==> config.mk <==
export PLATFORM = sky130hd
export DESIGN_NAME = pal_ctrl
export DESIGN_NICKNAME = d
export VERILOG_FILES = /design/src/pal_pkg.sv /design/src/pal_ctrl.sv
export SDC_FILE = /design/constraint.sdc
export NUM_CORES = 1
export LEC_CHECK = 0
export BUFFER_PORTS_ARGS = -buffer_cell sky130_fd_sc_hd__buf_2
export CAP_MARGIN = 25
export CORE_AREA = 2 2 39 41
export DETAILED_ROUTE_END_ITERATION = 12
export DIE_AREA = 0 0 41 43
export HOLD_SLACK_MARGIN = 0.02
export SLEW_MARGIN = 20
export SYNTH_ARGS = -nofsm -noshare
export SYNTH_HDL_FRONTEND = slang
export SYNTH_SLANG_ARGS = --single-unit
export TNS_END_PERCENT = 1
==> constraint.sdc <==
create_clock -name clk -period 3.1 [get_ports clk]
set_input_delay 0.62 -clock clk [delete_from_list [all_inputs] [get_ports clk]]
set_output_delay 0.62 -clock clk [all_outputs]
set_load 0.03 [all_outputs]
==> src/pal_pkg.sv <==
// Shared constants, codes and controller/datapath interface types for the positional array list.
package pal_pkg;

    // Built depth of the entry store and derived widths
    localparam int DEPTH  = 128;
    localparam int WORD_W = 32;
    localparam int ADDR_W = $clog2(DEPTH);
    localparam int CNT_W  = $clog2(DEPTH + 1);
    localparam int CMP_W  = (CNT_W > 8) ? CNT_W : 8;

    // Operation codes
    localparam logic [1:0] KIND_INSERT = 2'd0;
    localparam logic [1:0] KIND_DELETE = 2'd1;
    localparam logic [1:0] KIND_READ   = 2'd2;

    // Status codes
    localparam logic [1:0] ST_OK     = 2'd0;
    localparam logic [1:0] ST_FULL   = 2'd1;
    localparam logic [1:0] ST_EMPTY  = 2'd2;
    localparam logic [1:0] ST_BADPOS = 2'd3;

    // Commands from controller to datapath
    typedef struct packed {
        logic load_in;   // capture the accepted word
        logic init_ptr;  // start the shift pointer
        logic rd_src;    // read the neighbour entry to move
        logic wr_shift;  // write the moved entry at the pointer
        logic put;       // write the new word at the position
        logic rd_pos;    // read the entry at the position
        logic cnt_inc;
        logic cnt_dec;
        logic load_out;  // load the result register
    } pal_cmd_t;

    // Status from datapath to controller
    typedef struct packed {
        logic [1:0] code;
        logic [1:0] kind;
        logic       more;  // entries still to move
    } pal_stat_t;

endpackage

==> src/pal_ctrl.sv <==
// Controller: sequences each word through classify, then shift and write where needed, and result hand-off.
module pal_ctrl (
    input  logic               clk,
    input  logic               rst_n,
    input  logic               in_valid,
    output logic               in_ready,
    output logic               out_valid,
    input  logic               out_ready,
    input  pal_pkg::pal_stat_t stat,
    output pal_pkg::pal_cmd_t  cmd
);

    import pal_pkg::*;

    typedef enum logic [2:0] {
        S_IDLE,
        S_DECIDE,
        S_CHECK,
        S_MV_RD,
        S_MV_WR,
        S_PUT,
        S_DONE
    } state_t;

    state_t state_reg;
    state_t state_next;
    logic   out_valid_reg;
    logic   out_valid_next;
    logic   slot_free;

    assign in_ready  = (state_reg == S_IDLE);
    assign out_valid = out_valid_reg;
    assign slot_free = !out_valid_reg || out_ready;

    // Next state and commands
    always_comb
    begin
        state_next     = state_reg;
        out_valid_next = out_valid_reg && !out_ready;
        cmd            = '0;
        case (state_reg)
            S_IDLE:
            begin
                if (in_valid)
                begin
                    cmd.load_in = 1'b1;
                    state_next  = S_DECIDE;
                end
            end
            S_DECIDE:
            begin
                if (stat.code != ST_OK)
                    state_next = S_DONE;
                else if (stat.kind == KIND_READ)
                begin
                    cmd.rd_pos = 1'b1;
                    state_next = S_DONE;
                end
                else
                begin
                    cmd.init_ptr = 1'b1;
                    state_next   = S_CHECK;
                end
            end
            S_CHECK:
            begin
                if (stat.more)
                    state_next = S_MV_RD;
                else if (stat.kind == KIND_INSERT)
                    state_next = S_PUT;
                else
                begin
                    cmd.cnt_dec = 1'b1;
                    state_next  = S_DONE;
                end
            end
            S_MV_RD:
            begin
                cmd.rd_src = 1'b1;
                state_next = S_MV_WR;
            end
            S_MV_WR:
            begin
                cmd.wr_shift = 1'b1;
                state_next   = S_CHECK;
            end
            S_PUT:
            begin
                cmd.put     = 1'b1;
                cmd.cnt_inc = 1'b1;
                state_next  = S_DONE;
            end
            S_DONE:
            begin
                if (slot_free)
                begin
                    cmd.load_out   = 1'b1;
                    out_valid_next = 1'b1;
                    state_next     = S_IDLE;
                end
            end
            default:
            begin
                state_next = S_IDLE;
            end
        endcase
    end

    // Hold state and the result valid flag
    always_ff @(posedge clk or negedge rst_n)
    begin
        if (!rst_n)
        begin
            state_reg     <= S_IDLE;
            out_valid_reg <= 1'b0;
        end
        else
        begin
            state_reg     <= state_next;
            out_valid_reg <= out_valid_next;
        end
    end

    a_load_slot_free: assert property (@(posedge clk) disable iff (!rst_n)
        cmd.load_out |-> (!out_valid_reg || out_ready))
        else $error("result overwritten before it was taken");

    a_reject_no_write: assert property (@(posedge clk) disable iff (!rst_n)
        ((state_reg == S_DECIDE) && (stat.code != ST_OK)) |=>
            ((state_reg == S_DONE) && !cmd.put && !cmd.wr_shift))
        else $error("rejected word reached the entry store");

    a_put_once: assert property (@(posedge clk) disable iff (!rst_n)
        cmd.put |=> !cmd.put)
        else $error("new word written twice");

endmodule

==> results of run 1 <==
[per-layer routing]
layer / part of all wire (%) / up-vias / GRT usage, %
li1: - / 169 / -
met1: 41 / 150 / 11.0
met2: 49 / 11 / 13.8
met3: 9.7 / 2 / 1.57
met4: 0.27 / 0 / 6.00
met5: 0 / - / 0
[critical path: stages (launching register included)]
cell     delay (ns)
dfrtp_1        0.52
nor4_4         0.37
and3_2         0.22
buf_2          0.19
[power by group through the flow]
stage	registers (mW)	clock network (mW)	logic, mW
6_report	0.141	0.0643	0.255
5_1_grt	0.148	0.0739	0.275
4_1_cts	0.142	0.0675	0.259
3_5_place_dp	0.143	0	0.258
3_3_place_gp	0.143	0	0.257
2_1_floorplan	0.104	0	0.260
[through the flow]
step / cells / util, %
2_1_floorplan: 38 / -
3_3_place_gp: 69 / 30.4
3_5_place_dp: 69 / 30.4
4_1_cts: 72 / 32.0
5_1_grt: 72 / 32.0
6_report: 72 / 32.0
[cell type report]
class	instances	area (µm²)
fillers	156	941
multi-input cells	27	194
flip-flops and latches	4	100
repair buffers	19	95.1
clock buffers	3	22.5
well taps	16	20.0
inverters	3	11.3
[cell families after synthesis]
logic type	share of synthesized area (%)
mux	4.43
flops	29.5
buf+inv	13.3
simple gates	36.5
compound gates	16.2
[worst paths after layout]
kind,endpoint,slack [ns],cells past startpoint
setup / recovery,cmd[7],0.95,3
setup reg to reg,state_reg[2],1.85,3
hold / removal,state_reg[0],0.18,1
hold reg to reg,out_valid,0.59,2
min in group clk,out_valid,0.59,2
max in group asynchronous,out_valid,2.81,1
[cells in the final DEF, fill, tap and decap left out]
| cell | netlist | routed |
|---|---|---|
| nand2b_4 | 1 | 1 |
| and2_1 | 1 | 1 |
| nor4_1 | 1 | 1 |
| nor3_1 | 6 | 6 |
| buf_2 | 0 | 19 |
| mux2_4 | 1 | 1 |
| o21ai_0 | 2 | 2 |
| a2111oi_2 | 1 | 1 |
| clkbuf_4 | 0 | 3 |
| dfrtp_1 | 4 | 4 |
| nor4_4 | 1 | 1 |
| a221o_2 | 1 | 1 |
| nor2_1 | 5 | 5 |
| and3_2 | 1 | 1 |
| a221o_1 | 1 | 1 |
| o21ai_2 | 1 | 1 |
| inv_1 | 3 | 3 |
| nand2_1 | 2 | 2 |
| nand2b_1 | 2 | 2 |
==> reports/summary.txt, run 1 <==
die footprint - 1760 µm²
commonest cells in the synthesized netlist - nor3_1, nor2_1, dfrtp_1
final hold violations - 0
total grt overflow - 0
Synth Instances - 38
hold crit path type - in -> async
HPWL Detailed - 578 µm
crit path kind - reg -> out
min cycle time layout - 2.15 ns
Reg power frac - 30.6%
initial detailed-routing violation count - 7
TritonCTS Buffers - 3
Post-synth EDFFs - 0
fin area - 443 µm²
synth warn - 0
Die Height - 43 µm
Clk Latency, worst-skew pair - 0.24 ns
DR pass1 iterations - 4
Main synth FF type - dfrtp_1
io pins - 20
pre-CTS setup slack - 1.11 ns
Chip Width - 41 µm
vias in the first global route - 285
crit share post-route - 69.3%
number of port buffers - 19
Vias - 332
Gate power share - 55.4%
# rows - 14
Max IR drop VDD - 0.293 mV
PD cells - 1040 nW/µm²
setup TNS - 0 ns
Final WS setup - 0.951 ns
drt via density - 4.61
P_sw - 0.240 mW
Hold Buf Count CTS - 0
Post-CTS Setup Bufs - 0
Avg WL per Cell - 10.3 µm
Netlist cell types - 19
RD Place Congestion - 0.698
core box area - 1380 µm²
Switching Fraction - 52.1%
DP Area - 420 µm²
syn nets - 47
Setup crit end kind - output pin
CTS tree - built
crit path launch - state_reg[2]
power consumption - 0.461 mW
most area-consuming cells after synthesis - dfrtp_1, nor3_1, buf_4, nor4_4, nor2_1
CTS Sinks - 4
Largest register FFs - 3
initial antenna violation count - 0
Max clock buf depth - 2
Final ANT Viol Nets - 0
Worst-path clk slew - 0.04 ns
Clock Skew - 0.00349 ns
# setup viols final - 0
clock root buffer - clkbuf_4
post-synth top area share - 29.5%
largest net degree at the start of global routing - 12
Routed Wire Length - 745 µm
CP Launch Type - register
sequential fraction of the synthesis area - 29.5%
Slew Limit Fails - 0
layout cells sized above 1 - 51.8%
initial core utilization - 24.5%
drt drc - 0
Peak Freq - 0.465 GHz
H-tree depth - 1
Crit path required time - 2.48 ns
Overall Global Routing Usage - 9.05%
worst r2r src - state_reg[2]
final layout net count - 67
Mapped Area - 339 µm²
MaxCap Viol Count - 0
Post-CTS Resized - 0
minimum hold slack - 0.177 ns
status - finished, final reports clean
most frequent cell after synthesis - nor3_1
# diodes - 0
mean area per synthesized cell - 8.92 µm²
area delta synth->final - 30.6%
static leakage - 0.225 nW
Worst-Margin Slew - 0.424 ns
Worst Path Max Fanout - 11
Post-synth ARST share - 100%
Clk network pwr share - 13.9%
RSZ-0062 raised after global routing - false
critical path arrival - 1.53 ns
post-synthesis register bit count - 4
first-pass GRT wire length - 1080 µm
top cell type by total area after synthesis - dfrtp_1
Int Pwr - 0.221 mW
relative slew slack - 71.8%
Note: power is estimated with default switching activity, not from simulation.
==> inputs of run 2 (changes only) <==
Settings changed: ABC_AREA set to 1.
Clock period 3.1 ns to 2 ns, I/O delays scaled along.
==> run 2 against run 1 <==
Wire length decreased by 5.0%. Critical path type unchanged. Largest power group unchanged. Combinational power increased by 59%. Flip-flop and latch count unchanged. Highest routed layer is now met3. Critical path depth increased by 2.
==> reports/summary.txt, run 2 <==
Worst Path Max Fanout - 8 (-3)
filler instances - 165 (+5.8%)
leading cell type in the layout, fill and taps excluded - buf_2
# setup viols final - 0 (unchanged)
R2R depth - 5 (+2)
commonest cells in the synthesized netlist - nand2_1, inv_1, nor2_1
TritonCTS Buffers - 3 (unchanged)
Slew Limit Fails - 0 (unchanged)
Post-synth ARST share - 100% (unchanged)
setup TNS - 0 ns (unchanged)
Worst-Margin Slew - 0.354 ns (-0.0696 ns)
crit path launch - state_reg[2]
Largest register FFs - 3 (unchanged)
RSZ-0062 raised after global routing - false
# rows - 14 (unchanged)
post-synthesis register bit count - 4 (unchanged)
min cycle time layout - 1.74 ns
initial core utilization - 25.0% (+0.54 points)
Post-CTS Setup Bufs - 0 (unchanged)
area delta synth->final - 33.9%
H-tree depth - 1 (unchanged)
Overall Global Routing Usage - 9.66% (+0.60 points)
final layout net count - 85 (+27%)
DR pass1 iterations - 3 (-1)
Post-synth EDFFs - 0 (unchanged)
Max IR drop VDD - 0.548 mV (+87%)
static leakage - 0.282 nW (+25%)
Main synth FF type - dfrtp_1
Clock Skew - 0.00296 ns (-0.000529 ns)
DP Area - 432 µm² (+2.7%)
minimum hold slack - 0.368 ns (+0.191 ns)
Max clock buf depth - 2 (unchanged)
Vias - 372 (+12%)
Crit path required time - 1.60 ns (-0.88 ns)
crit share post-route - 87.1%
mean area per synthesized cell - 6.42 µm² (-28%)
first-pass GRT wire length - 1150 µm (+6.4%)
status - finished, final reports clean
Synth Instances - 54 (+42%)
Chip Width - 41 µm (unchanged)
post-synth top area share - 28.9% (-0.64 points)
die footprint - 1760 µm² (unchanged)
most frequent cell after synthesis - nand2_1
worst r2r src - state_reg[2]
PD cells - 1510 nW/µm² (+45%)
layout cells sized above 1 - 40.5% (-11 points)
Peak Freq - 0.574 GHz
vias in the first global route - 319 (+12%)
syn nets - 63 (+34%)
Post-CTS Resized - 0 (unchanged)
Mapped Area - 347 µm² (+2.2%)
HPWL Detailed - 574 µm (-0.71%)
final hold violations - 0 (unchanged)
drt drc - 0 (unchanged)
Final ANT Viol Nets - 0 (unchanged)
synth warn - 0 (unchanged)
Reg2Reg Capture Point - state_reg[0]
sequential fraction of the synthesis area - 28.9% (-0.64 points)
Setup crit end kind - output pin
drt via density - 4.13 (-10%)
CP Launch Type - register
Die Height - 43 µm (unchanged)
clock root buffer - clkbuf_4
CTS tree - built
most area-consuming cells after synthesis - dfrtp_1, nand2_1, inv_1, nor2_1, buf_6
MaxCap Viol Count - 0 (unchanged)
core box area - 1380 µm² (unchanged)
RD Place Congestion - 0.730 (+4.6%)
Hold Buf Count CTS - 1 (+1)
total grt overflow - 0 (unchanged)
Routed Wire Length - 708 µm (-5.0%)
# diodes - 0 (unchanged)
hold crit path type - in -> reg
CTS Sinks - 4 (unchanged)
top cell type by total area after synthesis - dfrtp_1
Clk Latency, worst-skew pair - 0.23 ns (about the same)
Worst-path clk slew - 0.04 ns (about the same)
fin area - 464 µm² (+4.8%)
Netlist cell types - 14 (-5)
R2R setup slack - 0.92 ns (-0.93 ns)
Avg WL per Cell - 7.87 µm (-24%)
io pins - 20 (unchanged)
commonest non-fill, non-tap cells in the layout - buf_2, nand2_1, inv_1
initial antenna violation count - 0 (unchanged)
Critical Path End - cmd[0]
crit path kind - reg -> out
number of port buffers - 19 (unchanged)
initial detailed-routing violation count - 6 (-1)
relative slew slack - 76.4% (+4.6 points)
critical path arrival - 1.34 ns (-0.19 ns)
largest net degree at the start of global routing - 11 (-1)
==> run 2: final cells by class <==
class                           instances  area (µm²)  share of cell area (%)
Multi-Input combinational cell         37         174                    37.5
Clock buffer                            3        22.5                    4.85
Timing Repair Buffer                   20         105                    22.6
Sequential cell                         4         100                    21.6
Inverter                               10        42.5                    9.16
Tap cell                               16        20.0                    4.31
==> run 2: through the flow <==
step                setup WS [ns]  total power [mW]  cells  utilization [%]
floorplan                   0.321             0.547     54                -
global placement            0.536             0.601     86             31.2
detailed placement          0.515             0.604     86             31.2
CTS                         0.261             0.709     90             33.5
global route               0.0945             0.775     90             33.5
finish                      0.259             0.701     90             33.5
==> run 2: how the worst min path moves through the flow <==
stage                     depth (start not counted)        end      start
final                                             2  out_valid  out_ready
after global routing                              2  out_valid  out_ready
after CTS                                         2  out_valid  out_ready
after detailed placement                          1  out_valid      rst_n
after global placement                            1  out_valid      rst_n
after floorplan                                   0  out_valid      rst_n
==> run 2: cell families after synthesis <==
family          count (synthesis)  share of synthesized area [%]
buf+inv                        13                           20.9
compound gates                  5                           8.30
simple gates                   32                           41.9
flops                           4                           28.9
==> run 2: power breakdown <==
part | internal [mW] | total (mW) | switching [mW]
Sequential | 0.121 | 0.196 | 0.0756
Clock | 0.0671 | 0.0991 | 0.0320
Combinational | 0.130 | 0.406 | 0.275
Total | 0.318 | 0.701 | 0.383
==> run 2: routing by layer <==
metal / GRT usage (%) / wire [µm]
met1: 12.3 / 332
met2: 13.4 / 330
met3: 1.57 / 45
met4: 8.00 / 0
met5: 0 / 0
==> run 2: worst max-delay path, cell delays in order (launching register included) <==
cell	delay (ns)
dfrtp_1	0.54
nand2_1	0.11
nor2_2	0.13
inv_1	0.06
nor2_1	0.07
buf_2	0.20
==> inputs of run 3 (changes only) <==
Clock period 2 ns to 1.4 ns, I/O delays scaled along.
==> run 3 against run 2 <==
The run now ends with setup timing left. Sequential power up 40%. Register-to-register slack lost 0.60 ns. Cell count up 6.7%. Count of clock-buffer cells in the layout unchanged. Critical path type unchanged.
==> reports/summary.txt, run 3 (same netlist as run 2, synthesis figures left out) <==
# setup viols final - 8 (+8)
status - finished, violations left
RD Place Congestion - 0.703 (-3.8%)
final hold violations - 0 (unchanged)
crit path launch - state_reg[2]
Chip Width - 41 µm (unchanged)
worst r2r src - state_reg[2]
minimum hold slack - 0.255 ns (-0.113 ns)
core box area - 1380 µm² (unchanged)
Slew Limit Fails - 0 (unchanged)
Util after Layout - 40.5% (+7.0 points)
# rows - 14 (unchanged)
CP Cell Sequence - buf_12 -> nor2_4 -> nand2_1 -> nor2_1 -> buf_4
crit share post-route - 107%
Max clock buf depth - 2 (unchanged)
vias in the first global route - 354 (+11%)
Worst-path clk slew - 0.04 ns (about the same)
Final ANT Viol Nets - 0 (unchanged)
initial detailed-routing violation count - 5 (-1)
HPWL Detailed - 606 µm (+5.7%)
Routed Wire Length - 783 µm (+11%)
# diodes - 0 (unchanged)
Largest register FFs - 3 (unchanged)
CTS Sinks - 4 (unchanged)
Max IR drop VDD - 0.938 mV (+71%)
Reg power frac - 22.1% (-5.9 points)
CP Launch Type - register
io pins - 20 (unchanged)
Avg WL per Cell - 8.16 µm (+3.7%)
Setup crit end kind - output pin
TritonCTS Buffers - 3 (unchanged)
Switching Fraction - 48.4% (-6.2 points)
pre-CTS setup slack - 0.0245 ns (-0.491 ns)
filler instances - 160 (-3.0%)
initial core utilization - 25.0% (unchanged)
crit path kind - reg -> out
Clk Latency, worst-skew pair - 0.23 ns (about the same)
static leakage - 0.311 nW (+11%)
CTS tree - built
Clk network pwr share - 11.6% (-2.5 points)
Overall Global Routing Usage - 11.3% (+1.7 points)
failing checks - setup timing
CP peak stage delay - 0.44 ns (-0.10 ns)
clock root buffer - clkbuf_4
drt drc - 0 (unchanged)
Max stage delay cell, worst path - dfrtp_2
die footprint - 1760 µm² (unchanged)
hold crit path type - in -> reg
first-pass GRT wire length - 1320 µm (+15%)
number of port buffers - 19 (unchanged)
Clock Skew - 0.000155 ns (-0.00281 ns)
Peak Freq - 0.665 GHz
total grt overflow - 0 (unchanged)
relative slew slack - 87.7% (+11 points)
critical path arrival - 1.22 ns (-0.12 ns)
DR pass1 iterations - 3 (unchanged)
area delta synth->final - 61.7%
H-tree depth - 1 (unchanged)
Die Height - 43 µm (unchanged)
Final WS setup - -0.103 ns (-0.362 ns)
P_sw - 0.601 mW (+57%)
commonest non-fill, non-tap cells in the layout - buf_4, nand2_1, buf_2
final layout net count - 91 (+7.1%)
Worst-Margin Slew - 0.183 ns (-0.171 ns)
Vias - 403 (+8.3%)
power consumption - 1.24 mW (+77%)
HP Start - out_ready
initial antenna violation count - 0 (unchanged)
largest net degree at the start of global routing - 10 (-1)
RSZ-0062 raised after global routing - true
Int Pwr - 0.640 mW (+100%)
leading cell type in the layout, fill and taps excluded - buf_4
MaxCap Viol Count - 0 (unchanged)
Worst Path Max Fanout - 5 (-3)
area of the multi-input gates - 184 µm² (+5.8%)
Crit path required time - 1.12 ns (-0.48 ns)
Register Area - 104 µm² (+3.8%)
drt via density - 4.20 (+1.6%)
Gate power share - 66.3% (+8.4 points)
layout cells sized above 1 - 51.2% (+11 points)
PD cells - 2210 nW/µm² (+47%)
min cycle time layout - 1.50 ns
## run 3: metrics by stage
stage	cells	cell area, µm²	setup TNS (ns)
finish	96	561	-0.516
global placement	87	444	0
floorplan	54	352	-0.229
detailed placement	87	444	0
global route	96	561	-1.07
CTS	93	515	-0.487
## run 3: repair_timing
| action | CTS | global route |
|---|---|---|
| endpoints found under the setup margin | 10 | 9 |
| cloned | 0 | 0 |
| hold endpoints to repair | 4 | 0 |
| buffers inserted | 2 | 3 |
| gates resized for setup | 12 | 5 |
| hold buffers | 1 | 0 |
| pin swaps | 1 | 1 |
## run 3: cell type report
class,instances,share of cell area (%)
multi-input combinational,37,32.8
tap,16,3.57
clock buffer,3,4.02
inverter,10,7.59
timing repair buffer,26,33.5
sequential,4,18.5
## run 3: worst paths after layout
kind,cells past startpoint,endpoint,slack (ns)
setup reg to reg,4,state_reg[1],0.32
setup / recovery,5,cmd[3],-0.10
hold / removal,2,out_valid,0.26
hold reg to reg,2,out_valid,0.55
min in group asynchronous,2,out_valid,0.38
max in group asynchronous,2,state_reg[1],0.89
## run 3: power groups by stage
stage / clock [mW] / combinational [mW] / sequential, mW
3_3_place_gp: 0 / 0.605 / 0.277
6_report: 0.143 / 0.823 / 0.275
5_1_grt: 0.162 / 0.895 / 0.286
3_5_place_dp: 0 / 0.610 / 0.283
4_1_cts: 0.152 / 0.693 / 0.290
2_1_floorplan: 0 / 0.548 / 0.238
## run 3: routing by layer
layer	vias up	global-route usage, %	share of wire (%)
li1	218	-	-
met1	173	14.1	45
met2	10	15.0	49
met3	2	1.57	3.8
met4	0	12.0	1.5
met5	-	0	0
## run 3: critical path, delay by kind of cell (launching register included)
| kind | cells | cell delay, ns |
|---|---|---|
| flip-flops | 1 | 0.44 |
| AND/OR/NAND/NOR | 3 | 0.23 |
| buffers and inverters | 2 | 0.31 |
